$ cat config.mk
export PLATFORM = sky130hd
export DESIGN_NAME = deadband_position_seeker_flat
export DESIGN_NICKNAME = d
export VERILOG_FILES = /design/src/rtl/dbps_pkg.sv /design/src/rtl/dbps_req_if.sv /design/src/rtl/dbps_rsp_if.sv /design/src/rtl/deadband_position_seeker.sv /design/src/rtl/dbps_csr.sv /design/src/rtl/dbps_step.sv /design/src/flat_wrapper.sv
export VERILOG_INCLUDE_DIRS = /design/src /design/src/rtl
export SDC_FILE = /design/constraint.sdc
export NUM_CORES = 1
export LEC_CHECK = 0
export BUFFER_PORTS_ARGS = -buffer_cell sky130_fd_sc_hd__buf_4
export CAP_MARGIN = 20
export CORE_MARGIN = 10
export CORE_UTILIZATION = 61
export CTS_BUF_LIST = sky130_fd_sc_hd__clkbuf_2
export DETAILED_ROUTE_END_ITERATION = 10
export PLACE_DENSITY = 0.83
export SLEW_MARGIN = 20
export SYNTH_ARGS = -nofsm -noshare
export SYNTH_HDL_FRONTEND = slang
export SYNTH_SLANG_ARGS = --single-unit
$ cat constraint.sdc
create_clock -name clock -period 6.8 [get_ports clock]
set_clock_uncertainty 0.05 [all_clocks]
set_input_delay 0.34 -clock clock [delete_from_list [all_inputs] [get_ports clock]]
set_output_delay 0.34 -clock clock [all_outputs]
set_load 0.02 [all_outputs]
$ cat src/rtl/deadband_position_seeker_assert.svh
// Assertion macros for the deadband position seeker RTL.
`ifndef DEADBAND_POSITION_SEEKER_ASSERT_SVH
`define DEADBAND_POSITION_SEEKER_ASSERT_SVH

// Same-cycle implication, sampled on clock and disabled during reset.
`define DBPS_ASSERT_SAME(label, ante, cons, msg) \
   label: assert property (@(posedge clock) disable iff (reset) (ante) |-> (cons)) \
      else $error(msg);

// Next-cycle implication, sampled on clock and disabled during reset.
`define DBPS_ASSERT_NEXT(label, ante, cons, msg) \
   label: assert property (@(posedge clock) disable iff (reset) (ante) |=> (cons)) \
      else $error(msg);

`endif

$ cat src/rtl/dbps_pkg.sv
// Package with codes, widths, reset values and types of the deadband position seeker.
package dbps_pkg;

   localparam int TargetWidth  = 13;
   localparam int SampleWidth  = 14;
   localparam int DeadbandWidth = 10;
   localparam int CompareWidth = 16;
   localparam int TicksWidth   = 16;
   localparam int CsrIndexWidth = 2;
   localparam int CsrDataWidth  = 16;

   // Command codes.
   localparam logic [1:0] CMD_START  = 2'd0;
   localparam logic [1:0] CMD_SAMPLE = 2'd1;
   localparam logic [1:0] CMD_TICK   = 2'd2;

   // Phase codes.
   localparam logic [1:0] PH_IDLE   = 2'd0;
   localparam logic [1:0] PH_UP     = 2'd1;
   localparam logic [1:0] PH_DOWN   = 2'd2;
   localparam logic [1:0] PH_SETTLE = 2'd3;

   // Register indexes.
   localparam logic [CsrIndexWidth-1:0] CSR_DEADBAND = 2'd0;
   localparam logic [CsrIndexWidth-1:0] CSR_COMPARE  = 2'd1;
   localparam logic [CsrIndexWidth-1:0] CSR_SETTLE   = 2'd2;

   // Register reset values.
   localparam logic [DeadbandWidth-1:0] DEADBAND_RESET = 10'd90;
   localparam logic [CompareWidth-1:0]  COMPARE_RESET  = 16'd720;
   localparam logic [TicksWidth-1:0]    SETTLE_RESET   = 16'd150;

   typedef struct packed {
      logic [DeadbandWidth-1:0] deadband_mv;
      logic [CompareWidth-1:0]  drive_compare;
      logic [TicksWidth-1:0]    settle_ticks;
   } cfg_type;

   typedef struct packed {
      logic [1:0]             phase;
      logic [TargetWidth-1:0] goal_mv;
      logic [TicksWidth-1:0]  settle_left;
   } state_type;

   typedef struct packed {
      logic [1:0]             cmd;
      logic [TargetWidth-1:0] target_mv;
      logic [SampleWidth-1:0] sample_mv;
   } item_type;

   typedef struct packed {
      logic                    drive_enable;
      logic                    drive_up;
      logic [CompareWidth-1:0] pwm_compare;
      logic                    serve_enable;
      logic                    motor_enable;
      logic                    busy_res;
      logic                    finished;
      logic                    start_ignored;
   } result_type;

endpackage

$ cat src/rtl/dbps_req_if.sv
// Request channel interface: command items with valid/ready handshake.
interface dbps_req_if;
   logic              valid;
   logic              ready;
   logic [1:0]        cmd;
   logic [12:0]       target_mv;
   logic signed [13:0] sample_mv;

   modport source (output valid, output cmd, output target_mv, output sample_mv,
                   input ready);
   modport sink (input valid, input cmd, input target_mv, input sample_mv,
                 output ready);
endinterface

$ cat src/rtl/dbps_rsp_if.sv
// Response channel interface: controller status items with valid/ready handshake.
interface dbps_rsp_if;
   logic        valid;
   logic        ready;
   logic        drive_enable;
   logic        drive_up;
   logic [15:0] pwm_compare;
   logic        serve_enable;
   logic        motor_enable;
   logic        busy_res;
   logic        finished;
   logic        start_ignored;

   modport source (output valid, output drive_enable, output drive_up,
                   output pwm_compare, output serve_enable, output motor_enable,
                   output busy_res, output finished, output start_ignored,
                   input ready);
   modport sink (input valid, input drive_enable, input drive_up,
                 input pwm_compare, input serve_enable, input motor_enable,
                 input busy_res, input finished, input start_ignored,
                 output ready);
endinterface

$ cat src/rtl/deadband_position_seeker.sv
// Top level of the deadband position seeker: input register, controller state, result register.
//
// The block takes one command transaction per clock while rsp.ready lets the result
// register drain, set by the combinational state update between the input register and
// the result register, and returns exactly one status transaction for each, in order.
// A transaction is held in the input register and then in the result register, from
// which it appears on the response channel. req.ready falls only when both the input
// register and the result register hold transactions and rsp.ready is low. The user is
// to write the registers through the csr_ port only while the block is idle; the block
// does not enforce this. Writes take effect on the next transaction.
`include "deadband_position_seeker_assert.svh"

module deadband_position_seeker
   import dbps_pkg::*;
(
   input  logic                     clock,
   input  logic                     reset,
   dbps_req_if.sink                 req,
   dbps_rsp_if.source               rsp,
   input  logic                     csr_wr_en,
   input  logic [CsrIndexWidth-1:0] csr_index,
   input  logic [CsrDataWidth-1:0]  csr_wdata
);

   cfg_type    cfg;
   item_type   in_item_ff;
   logic       in_valid_ff;
   state_type  state_ff;
   state_type  state_in;
   result_type res_in;
   result_type res_ff;
   logic       res_valid_ff;
   logic       advance;
   logic       req_fire;

   dbps_csr u_csr (
      .clock    (clock),
      .reset    (reset),
      .wr_en    (csr_wr_en),
      .wr_index (csr_index),
      .wr_data  (csr_wdata),
      .cfg      (cfg)
   );

   dbps_step u_step (
      .item       (in_item_ff),
      .state      (state_ff),
      .cfg        (cfg),
      .state_next (state_in),
      .result     (res_in)
   );

   // A held transaction moves into the result register when that register is free
   // or is being emptied in the same cycle.
   assign advance   = in_valid_ff && (!res_valid_ff || rsp.ready);
   assign req.ready = !in_valid_ff || advance;
   assign req_fire  = req.valid && req.ready;

   always_ff @(posedge clock) begin
      if (reset) begin
         in_valid_ff  <= 1'b0;
         res_valid_ff <= 1'b0;
         state_ff     <= '0;
      end else begin
         if (req.ready) begin
            in_valid_ff <= req.valid;
         end
         if (advance) begin
            res_valid_ff <= 1'b1;
            state_ff     <= state_in;
         end else if (rsp.ready) begin
            res_valid_ff <= 1'b0;
         end
      end
   end

   always_ff @(posedge clock) begin
      if (req_fire) begin
         in_item_ff.cmd       <= req.cmd;
         in_item_ff.target_mv <= req.target_mv;
         in_item_ff.sample_mv <= req.sample_mv;
      end
      if (advance) begin
         res_ff <= res_in;
      end
   end

   assign rsp.valid         = res_valid_ff;
   assign rsp.drive_enable  = res_ff.drive_enable;
   assign rsp.drive_up      = res_ff.drive_up;
   assign rsp.pwm_compare   = res_ff.pwm_compare;
   assign rsp.serve_enable  = res_ff.serve_enable;
   assign rsp.motor_enable  = res_ff.motor_enable;
   assign rsp.busy_res      = res_ff.busy_res;
   assign rsp.finished      = res_ff.finished;
   assign rsp.start_ignored = res_ff.start_ignored;

   `DBPS_ASSERT_SAME(a_settle_nonzero, state_ff.phase == PH_SETTLE, state_ff.settle_left != '0, "settling with no ticks left")
   `DBPS_ASSERT_NEXT(a_advance_fills, advance, res_valid_ff, "advanced transaction lost")
   `DBPS_ASSERT_SAME(a_ignored_busy, rsp.valid && rsp.start_ignored, rsp.busy_res && !rsp.finished, "ignored start while not busy")
   `DBPS_ASSERT_SAME(a_drive_outputs_off, rsp.valid && rsp.drive_enable, rsp.busy_res && !rsp.serve_enable && !rsp.motor_enable, "outputs enabled while driving")

endmodule

$ cat src/rtl/dbps_csr.sv
// Configuration registers of the deadband position seeker.
module dbps_csr
   import dbps_pkg::*;
(
   input  logic                     clock,
   input  logic                     reset,
   input  logic                     wr_en,
   input  logic [CsrIndexWidth-1:0] wr_index,
   input  logic [CsrDataWidth-1:0]  wr_data,
   output cfg_type                  cfg
);

   cfg_type cfg_ff;
   cfg_type cfg_in;

   always_comb begin
      cfg_in = cfg_ff;
      if (wr_en) begin
         unique case (wr_index)
            CSR_DEADBAND: cfg_in.deadband_mv   = wr_data[DeadbandWidth-1:0];
            CSR_COMPARE:  cfg_in.drive_compare = wr_data[CompareWidth-1:0];
            CSR_SETTLE:   cfg_in.settle_ticks  = wr_data[TicksWidth-1:0];
            default:      cfg_in = cfg_ff;
         endcase
      end
   end

   always_ff @(posedge clock) begin
      if (reset) begin
         cfg_ff.deadband_mv   <= DEADBAND_RESET;
         cfg_ff.drive_compare <= COMPARE_RESET;
         cfg_ff.settle_ticks  <= SETTLE_RESET;
      end else begin
         cfg_ff <= cfg_in;
      end
   end

   assign cfg = cfg_ff;

endmodule

$ cat src/rtl/dbps_step.sv
// Next-state and result logic for one command item of the position seeker.
module dbps_step
   import dbps_pkg::*;
(
   input  item_type   item,
   input  state_type  state,
   input  cfg_type    cfg,
   output state_type  state_next,
   output result_type result
);

   logic signed [SampleWidth:0] sample_ext;
   logic signed [SampleWidth:0] target_ext;
   logic signed [SampleWidth:0] goal_ext;
   logic signed [SampleWidth:0] err;
   logic [SampleWidth:0]        mag;
   logic                        in_band;
   logic                        at_or_below_goal;
   logic                        at_or_above_goal;
   logic [TicksWidth-1:0]       left_dec;
   logic                        finished;
   logic                        ignored;
   logic                        driving;

   assign sample_ext = $signed({item.sample_mv[SampleWidth-1], item.sample_mv});
   assign target_ext = $signed({2'b00, item.target_mv});
   assign goal_ext   = $signed({2'b00, state.goal_mv});
   assign err        = sample_ext - target_ext;
   // The error spans -16383..8191, so its magnitude fits without overflow.
   assign mag        = err[SampleWidth] ? (SampleWidth+1)'(-err) : (SampleWidth+1)'(err);
   assign in_band    = mag <= {{(SampleWidth+1-DeadbandWidth){1'b0}}, cfg.deadband_mv};
   assign at_or_below_goal = sample_ext <= goal_ext;
   assign at_or_above_goal = sample_ext >= goal_ext;
   assign left_dec = (state.settle_left != '0) ? state.settle_left - 1'b1 : state.settle_left;

   always_comb begin
      state_next = state;
      finished   = 1'b0;
      ignored    = 1'b0;
      unique case (item.cmd)
         CMD_START: begin
            if (state.phase != PH_IDLE) begin
               ignored = 1'b1;
            end else begin
               state_next.goal_mv = item.target_mv;
               if (in_band) begin
                  finished = 1'b1;
               end else if (err > 0) begin
                  state_next.phase = PH_UP;
               end else begin
                  state_next.phase = PH_DOWN;
               end
            end
         end
         CMD_SAMPLE: begin
            // The drive stops on the first reading that reaches or crosses the goal.
            if ((state.phase == PH_UP && at_or_below_goal) ||
                (state.phase == PH_DOWN && at_or_above_goal)) begin
               state_next.settle_left = cfg.settle_ticks;
               if (cfg.settle_ticks == '0) begin
                  state_next.phase = PH_IDLE;
                  finished = 1'b1;
               end else begin
                  state_next.phase = PH_SETTLE;
               end
            end
         end
         CMD_TICK: begin
            if (state.phase == PH_SETTLE) begin
               state_next.settle_left = left_dec;
               if (left_dec == '0) begin
                  state_next.phase = PH_IDLE;
                  finished = 1'b1;
               end
            end
         end
         default: state_next = state;
      endcase
   end

   assign driving = (state_next.phase == PH_UP) || (state_next.phase == PH_DOWN);

   assign result.drive_enable  = driving;
   assign result.drive_up      = state_next.phase == PH_UP;
   assign result.pwm_compare   = driving ? cfg.drive_compare : '0;
   assign result.serve_enable  = state_next.phase == PH_IDLE;
   assign result.motor_enable  = state_next.phase == PH_IDLE;
   assign result.busy_res      = state_next.phase != PH_IDLE;
   assign result.finished      = finished;
   assign result.start_ignored = ignored;

endmodule

$ cat src/flat_wrapper.sv
// flat-port wrapper written by rule: the top's interface ports become plain ports
module deadband_position_seeker_flat import dbps_pkg::*;
  (clock, reset, csr_wr_en, csr_index, csr_wdata, req_valid, req_cmd, req_target_mv, req_sample_mv, req_ready, rsp_valid, rsp_drive_enable, rsp_drive_up, rsp_pwm_compare, rsp_serve_enable, rsp_motor_enable, rsp_busy_res, rsp_finished, rsp_start_ignored, rsp_ready);
  dbps_req_if req_i ();
  dbps_rsp_if rsp_i ();
  input  logic clock;
  input  logic reset;
  input  logic csr_wr_en;
  input  logic [CsrIndexWidth-1:0] csr_index;
  input  logic [CsrDataWidth-1:0] csr_wdata;
  input wire logic [$bits(req_i.valid)-1:0] req_valid;
  input wire logic [$bits(req_i.cmd)-1:0] req_cmd;
  input wire logic [$bits(req_i.target_mv)-1:0] req_target_mv;
  input wire logic [$bits(req_i.sample_mv)-1:0] req_sample_mv;
  output wire logic [$bits(req_i.ready)-1:0] req_ready;
  output wire logic [$bits(rsp_i.valid)-1:0] rsp_valid;
  output wire logic [$bits(rsp_i.drive_enable)-1:0] rsp_drive_enable;
  output wire logic [$bits(rsp_i.drive_up)-1:0] rsp_drive_up;
  output wire logic [$bits(rsp_i.pwm_compare)-1:0] rsp_pwm_compare;
  output wire logic [$bits(rsp_i.serve_enable)-1:0] rsp_serve_enable;
  output wire logic [$bits(rsp_i.motor_enable)-1:0] rsp_motor_enable;
  output wire logic [$bits(rsp_i.busy_res)-1:0] rsp_busy_res;
  output wire logic [$bits(rsp_i.finished)-1:0] rsp_finished;
  output wire logic [$bits(rsp_i.start_ignored)-1:0] rsp_start_ignored;
  input wire logic [$bits(rsp_i.ready)-1:0] rsp_ready;
  assign req_i.valid = req_valid;
  assign req_i.cmd = req_cmd;
  assign req_i.target_mv = req_target_mv;
  assign req_i.sample_mv = req_sample_mv;
  assign req_ready = req_i.ready;
  assign rsp_valid = rsp_i.valid;
  assign rsp_drive_enable = rsp_i.drive_enable;
  assign rsp_drive_up = rsp_i.drive_up;
  assign rsp_pwm_compare = rsp_i.pwm_compare;
  assign rsp_serve_enable = rsp_i.serve_enable;
  assign rsp_motor_enable = rsp_i.motor_enable;
  assign rsp_busy_res = rsp_i.busy_res;
  assign rsp_finished = rsp_i.finished;
  assign rsp_start_ignored = rsp_i.start_ignored;
  assign rsp_i.ready = rsp_ready;
  deadband_position_seeker u_core (.clock(clock), .reset(reset), .req(req_i), .rsp(rsp_i), .csr_wr_en(csr_wr_en), .csr_index(csr_index), .csr_wdata(csr_wdata));
endmodule
* Word level (Yosys, flattened, before mapping)
Index checks and enable logic that the tools add are counted.
Storage, ports and cells: word-level logic and storage cells 85, register bits after elaboration 126, output and inout port bits 25
Cells by class: equality and inequality tests 11, order comparisons 4, reductions and logical operators 25, bitwise operators 1, add/subtract/negate cells 3, muxes and demuxes 23
Operators with widths (count):
- $mux 16 | 3
- $logic_not 16->1 | 2
- $pmux 16 s2 | 1
- $mux 15 | 2
- $reduce_bool 16->1 | 1
- $sub 16x1->16 const B | 1
- $gt 15x1->1 const B | 1
- $le 15x10->1 | 1
- $neg 15->15 | 1
- $sub 14x14->15 | 1
- $ge 14x14->1 | 1
- $le 14x14->1 | 1
- $mux 2 | 6
- $eq 2x2->1 const B | 5
- $mux 1 | 9
- $eq 2x1->1 const B | 4
- $reduce_bool 2->1 | 4
- $logic_not 2->1 | 3
- $pmux 2 s3 | 1
- $reduce_and 2->1 | 3
- $logic_and 1x1->1 | 4
- $logic_or 1x1->1 | 4
- $ne 2x2->1 const B | 2
- $reduce_and 4->1 | 1
- 4 further kinds | 5

* Longest topological paths before layout
depth after elaboration 9, depth in mapped cells 25, gate-level depth less buffers 23

* Modules after synthesis
From an unflattened synthesis, not the netlist that was laid out.
Unflattened totals: cell total of the unflattened synthesis 874, area total of the unflattened synthesis 8191.6 um^2
Modules (own cells, without submodules):
- dbps_step | instances 1, area an instance 3390.8 um^2, cells an instance 511
- deadband_position_seeker | instances 1, area an instance 3066.7 um^2, cells an instance 197
- dbps_csr | instances 1, area an instance 1734.2 um^2, cells an instance 166

* Worst setup path after synthesis
OpenSTA, ideal clock, no wires.
path type reg2reg, from register u_core.in_item_ff[5] (netlist name), to register u_core.res_ff, in the netlist u_core.rsp.pwm_compare[10], data pin, cell stages (with the launch flop) 23, clock period less this slack 5364 ps, data arrival time 5059 ps, setup slack 1436 ps, setup time 255 ps, path buffers 3, path through edfxtp_1 ha_1 clkbuf_1 nand3_1 a211o_1 a31o_2 o211ai_1 nor2b_1 clkbuf_1 mux2_2 ha_1 nor2b_1 o2111a_1 a2111oi_0 o31ai_1 nand2_1 o21a_1 nor2b_4 a211o_1 a31o_2 ha_1 clkbuf_1 and2_1
RTL lines:
- start: declaration | line deadband_position_seeker.sv:26 | item_type in_item_ff;
- end signal: assignment | line deadband_position_seeker.sv:84 | res_ff <= res_in;
- end: declaration | line deadband_position_seeker.sv:31 | result_type res_ff;

==> summary.md <==
| Metric | Value |
|---|---|
| Status | `complete, no violations` |
| Class of the worst hold path | `input port to flop` |
| Worst Hold End | `u_core.state_ff[2]` |
| Row count | `38` |
| Slew @ Worst Pin | `1.044 ns` |
| Crit path DAT | `6.19 ns` |
| Crit path time final | `5.759 ns` |
| CTS tree | `yes` |
| Num CTS Buffers | `17` |
| Crit-path max FO | `17` |
| Leakage | `0.003372 µW` |
| # clock sinks | `126` |
| Pre-CTS setup slack | `1.079 ns` |
| DRT iter0 DRCs | `448` |
| DR pass1 iterations | `5` |
| Synthesized Nets | `880` |
| Hold Violations, Final | `0` |
| Hpwl dp | `12790 µm` |
| Final setup margin | `1.041 ns` |
| Tot GR Track Use | `0.2234` |
| Peak supply drop | `226.2 µV` |
| Pin count of the biggest net entering global routing | `78` |
| Reg-to-reg slack, setup | `1.04 ns` |
| Chip Height | `126.4 µm` |
| Chip width | `126.4 µm` |
| Vias in the first global route | `6165` |
| Synth area leader | `edfxtp_1` |
| Sequential cell area fraction in the yosys report | `0.4396` |
| Clock slew at reported path FFs | `0.19 ns` |
| Hold path cells | `2` |
| CORE AREA | `10940 µm²` |
| FMAX | `173.6 MHz` |
| Max-cap viol count | `0` |
| Worst-skew pair later-pin latency | `0.71 ns` |
| RSZ-0062 raised after global routing | `no` |
| Worst R2R Start | `u_core.in_item_ff[14]` |
| Area share of the largest cell type after synthesis | `0.2220` |
| Number of synthesized flops with an enable pin | `51` |
| R2R depth | `21` |
| Antenna cells | `0` |
| Die ar. | `15960 µm²` |
| Setup TNS Final | `0 ns` |
| Synth unique cells | `69` |
| Final setup violation count | `0` |
| Number of remaining DRC errors | `0` |
| Count leader, synth | `nand2_1` |
| ANT nets after route | `0` |
| Final WL | `18310 µm` |
| I/O Buffers | `76` |
| Total design power | `1676 µW` |
| Reg-to-reg critical path endpoint | `u_core.rsp.pwm_compare[10]` |
| Clock tree buffer depth | `2` |
| Pwr dens | `202.4 nW/µm²` |
| Async S/R FF share, synth | `0` |
| Worst endpoint required time | `7.23 ns` |
| Met1 usage | `0.2403` |
| Fin crit share | `0.8469` |
| Vias | `6155` |
| #FFs+latches synth | `126` |
| Share of cells above drive strength 1 | `0.1444` |
| Grt met3 use | `0.05914` |
| Slew Limit Fails | `0` |
| Fill count | `716` |
| WL/cell | `17.38 µm` |
| Final #Nets | `995` |
| Syn Std Cell Area | `6899 µm²` |
| Most frequent cells after synthesis | `nand2_1 (119), nor2_1 (81), dfxtp_1 (75)` |
| Global-route wire length before repair | `29380 µm` |
| Hold_sp | `reset` |
| CP Class | `flop to flop` |
| GPL Wtd Cong | `0.8646` |
| Top post-synthesis cells by area | `edfxtp_1 (22%), dfxtp_1 (22%), ha_1 (7.4%)` |
| Initial Utilization | `0.6309` |
| Post-synth top flop | `dfxtp_1` |
| Busiest layer in global routing | `met2` |
| Initial antenna violation count | `0` |
| Top Ports | `77` |
| Avg Inst Size Synth | `8.778 µm²` |
| Clock root buffer | `clkbuf_2` |
| Slew Limit Headroom | `0.3021` |
| Post-CTS sizing | `0` |
| Post-DR vias/cell | `5.840` |
| Worst Setup End Kind | `flop` |
| Grt met2 use | `0.4004` |
| Max H-tree Level | `4` |
| Synth-to-layout area growth | `20.00%` |
| Global route overflow | `0` |
| CP startpoint kind | `flop` |
| YS warnings | `0` |
| Mapped Cells | `786` |
## registers in the layout, summed over array words and instances, names as in the netlist
name,cells
u_core.rsp.finished,1
u_core.rsp.pwm_compare,16
u_core.rsp.serve_enable,1
u_core.rsp.busy_res,1
u_core.rsp.drive_enable,1
u_core.rsp.start_ignored,1
u_core.state_ff,31
u_core.in_valid_ff,1
u_core.in_item_ff,29
u_core.rsp.valid,1
u_core.rsp.drive_up,1
u_core.u_csr.cfg,42
## where the power goes
part	leakage (µW)	switching [µW]	internal, µW	total, µW
sequential	0.00111	19.0	821	840
combinational	0.00211	211	166	377
clock	0.000154	281	178	459
## area by class of cell
| cell class | count | area (µm²) | area share |
|---|---|---|---|
| clock inverter | 10 | 111.4 | 0.01345 |
| sequential | 126 | 3033 | 0.3663 |
| inverter | 51 | 191.4 | 0.02312 |
| tap | 140 | 175.2 | 0.02116 |
| timing repair buffer | 130 | 1104 | 0.1333 |
| multi-input combinational | 575 | 3555 | 0.4293 |
| clock buffer | 22 | 110.1 | 0.01330 |
## per-layer routing
metal	up-vias	part of all wire
met2	227	0.51
met5	-	0
met4	0	0.031
met3	44	0.061
li1	3015	-
met1	2869	0.39
## how the worst max path moves through the flow
stage / depth (start not counted) / endpoint / start / slack (ns)
detailed placement: 21 / u_core.rsp.pwm_compare[10] / u_core.in_item_ff[14] / 1.08
floorplan: 22 / u_core.rsp.pwm_compare[10] / u_core.in_item_ff[5] / 1.44
global route: 22 / u_core.rsp.pwm_compare[10] / u_core.in_item_ff[14] / 0.61
finish: 21 / u_core.rsp.pwm_compare[10] / u_core.in_item_ff[14] / 1.04
global placement: 21 / u_core.rsp.pwm_compare[1] / u_core.in_item_ff[14] / 1.32
CTS: 21 / u_core.rsp.pwm_compare[10] / u_core.in_item_ff[14] / 1.07
## worst max-delay path: stages (launching register included)
cell and delay (ns):
edfxtp_1 0.45, ha_1 0.22, inv_1 0.07, fa_1 0.25
nand3_1 0.14, a211o_1 0.32, a31o_2 0.27, o211ai_1 0.15
nor2b_1 0.42, mux2_2 0.41, ha_1 0.30, nor2b_1 0.13
o2111a_1 0.18, a2111oi_0 0.05, o31ai_1 0.27, nand2_1 0.12
o21a_1 0.18, o22ai_2 0.20, a21oi_1 0.13, or3_1 0.42
ha_1 0.52, and2_1 0.27
## stage by stage
stage | area [µm²] | hold slack, ns | instances | utilization
floorplan | 6899 | 0.3790 | 786 | -
CTS | 8240 | 0.01771 | 1051 | 0.7535
global placement | 7538 | 0.3878 | 971 | 0.6894
finish | 8279 | 0.1199 | 1054 | 0.7571
global route | 8279 | 0.09177 | 1054 | 0.7571
detailed placement | 7538 | 0.4018 | 971 | 0.6894
## timing repair
| action | 4_1_cts | 5_1_grt |
|---|---|---|
| hold buffers | 48 | 3 |
| hold endpoints to repair | 75 | 7 |
| buffers inserted | 0 | 0 |
| endpoints found under the setup margin | 0 | 0 |
## cell usage in the layout, fill, tap and decap left out, types with 8 or more instances in the layout
cell / instances
dfxtp_1: 75
ha_1: 41
o31ai_1: 8
xnor2_1: 18
dlygate4sd3_1: 51
buf_4: 79
a22oi_1: 8
edfxtp_1: 51
clkbuf_2: 22
and2_1: 20
nand3b_1: 11
inv_1: 51
nand2_1: 119
o21ai_0: 32
a21oi_1: 69
nand4_1: 9
nor3_1: 17
nand3_1: 14
nor2_1: 81
## cell families (layout without fill, tap and decap cells)
group | after synthesis | after routing | share of synthesized area
flip-flops | 126 | 126 | 0.4396
adder cells (fa/ha/maj) | 42 | 42 | 0.07726
XOR/XNOR | 21 | 21 | 0.02666
buffers and inverters | 85 | 213 | 0.04715
AND/OR/NAND/NOR | 318 | 318 | 0.2174
multiplexers | 7 | 7 | 0.01052
AO/OA/AOI/OAI | 187 | 187 | 0.1814
No activity file was read; power rests on OpenSTA's default activity.
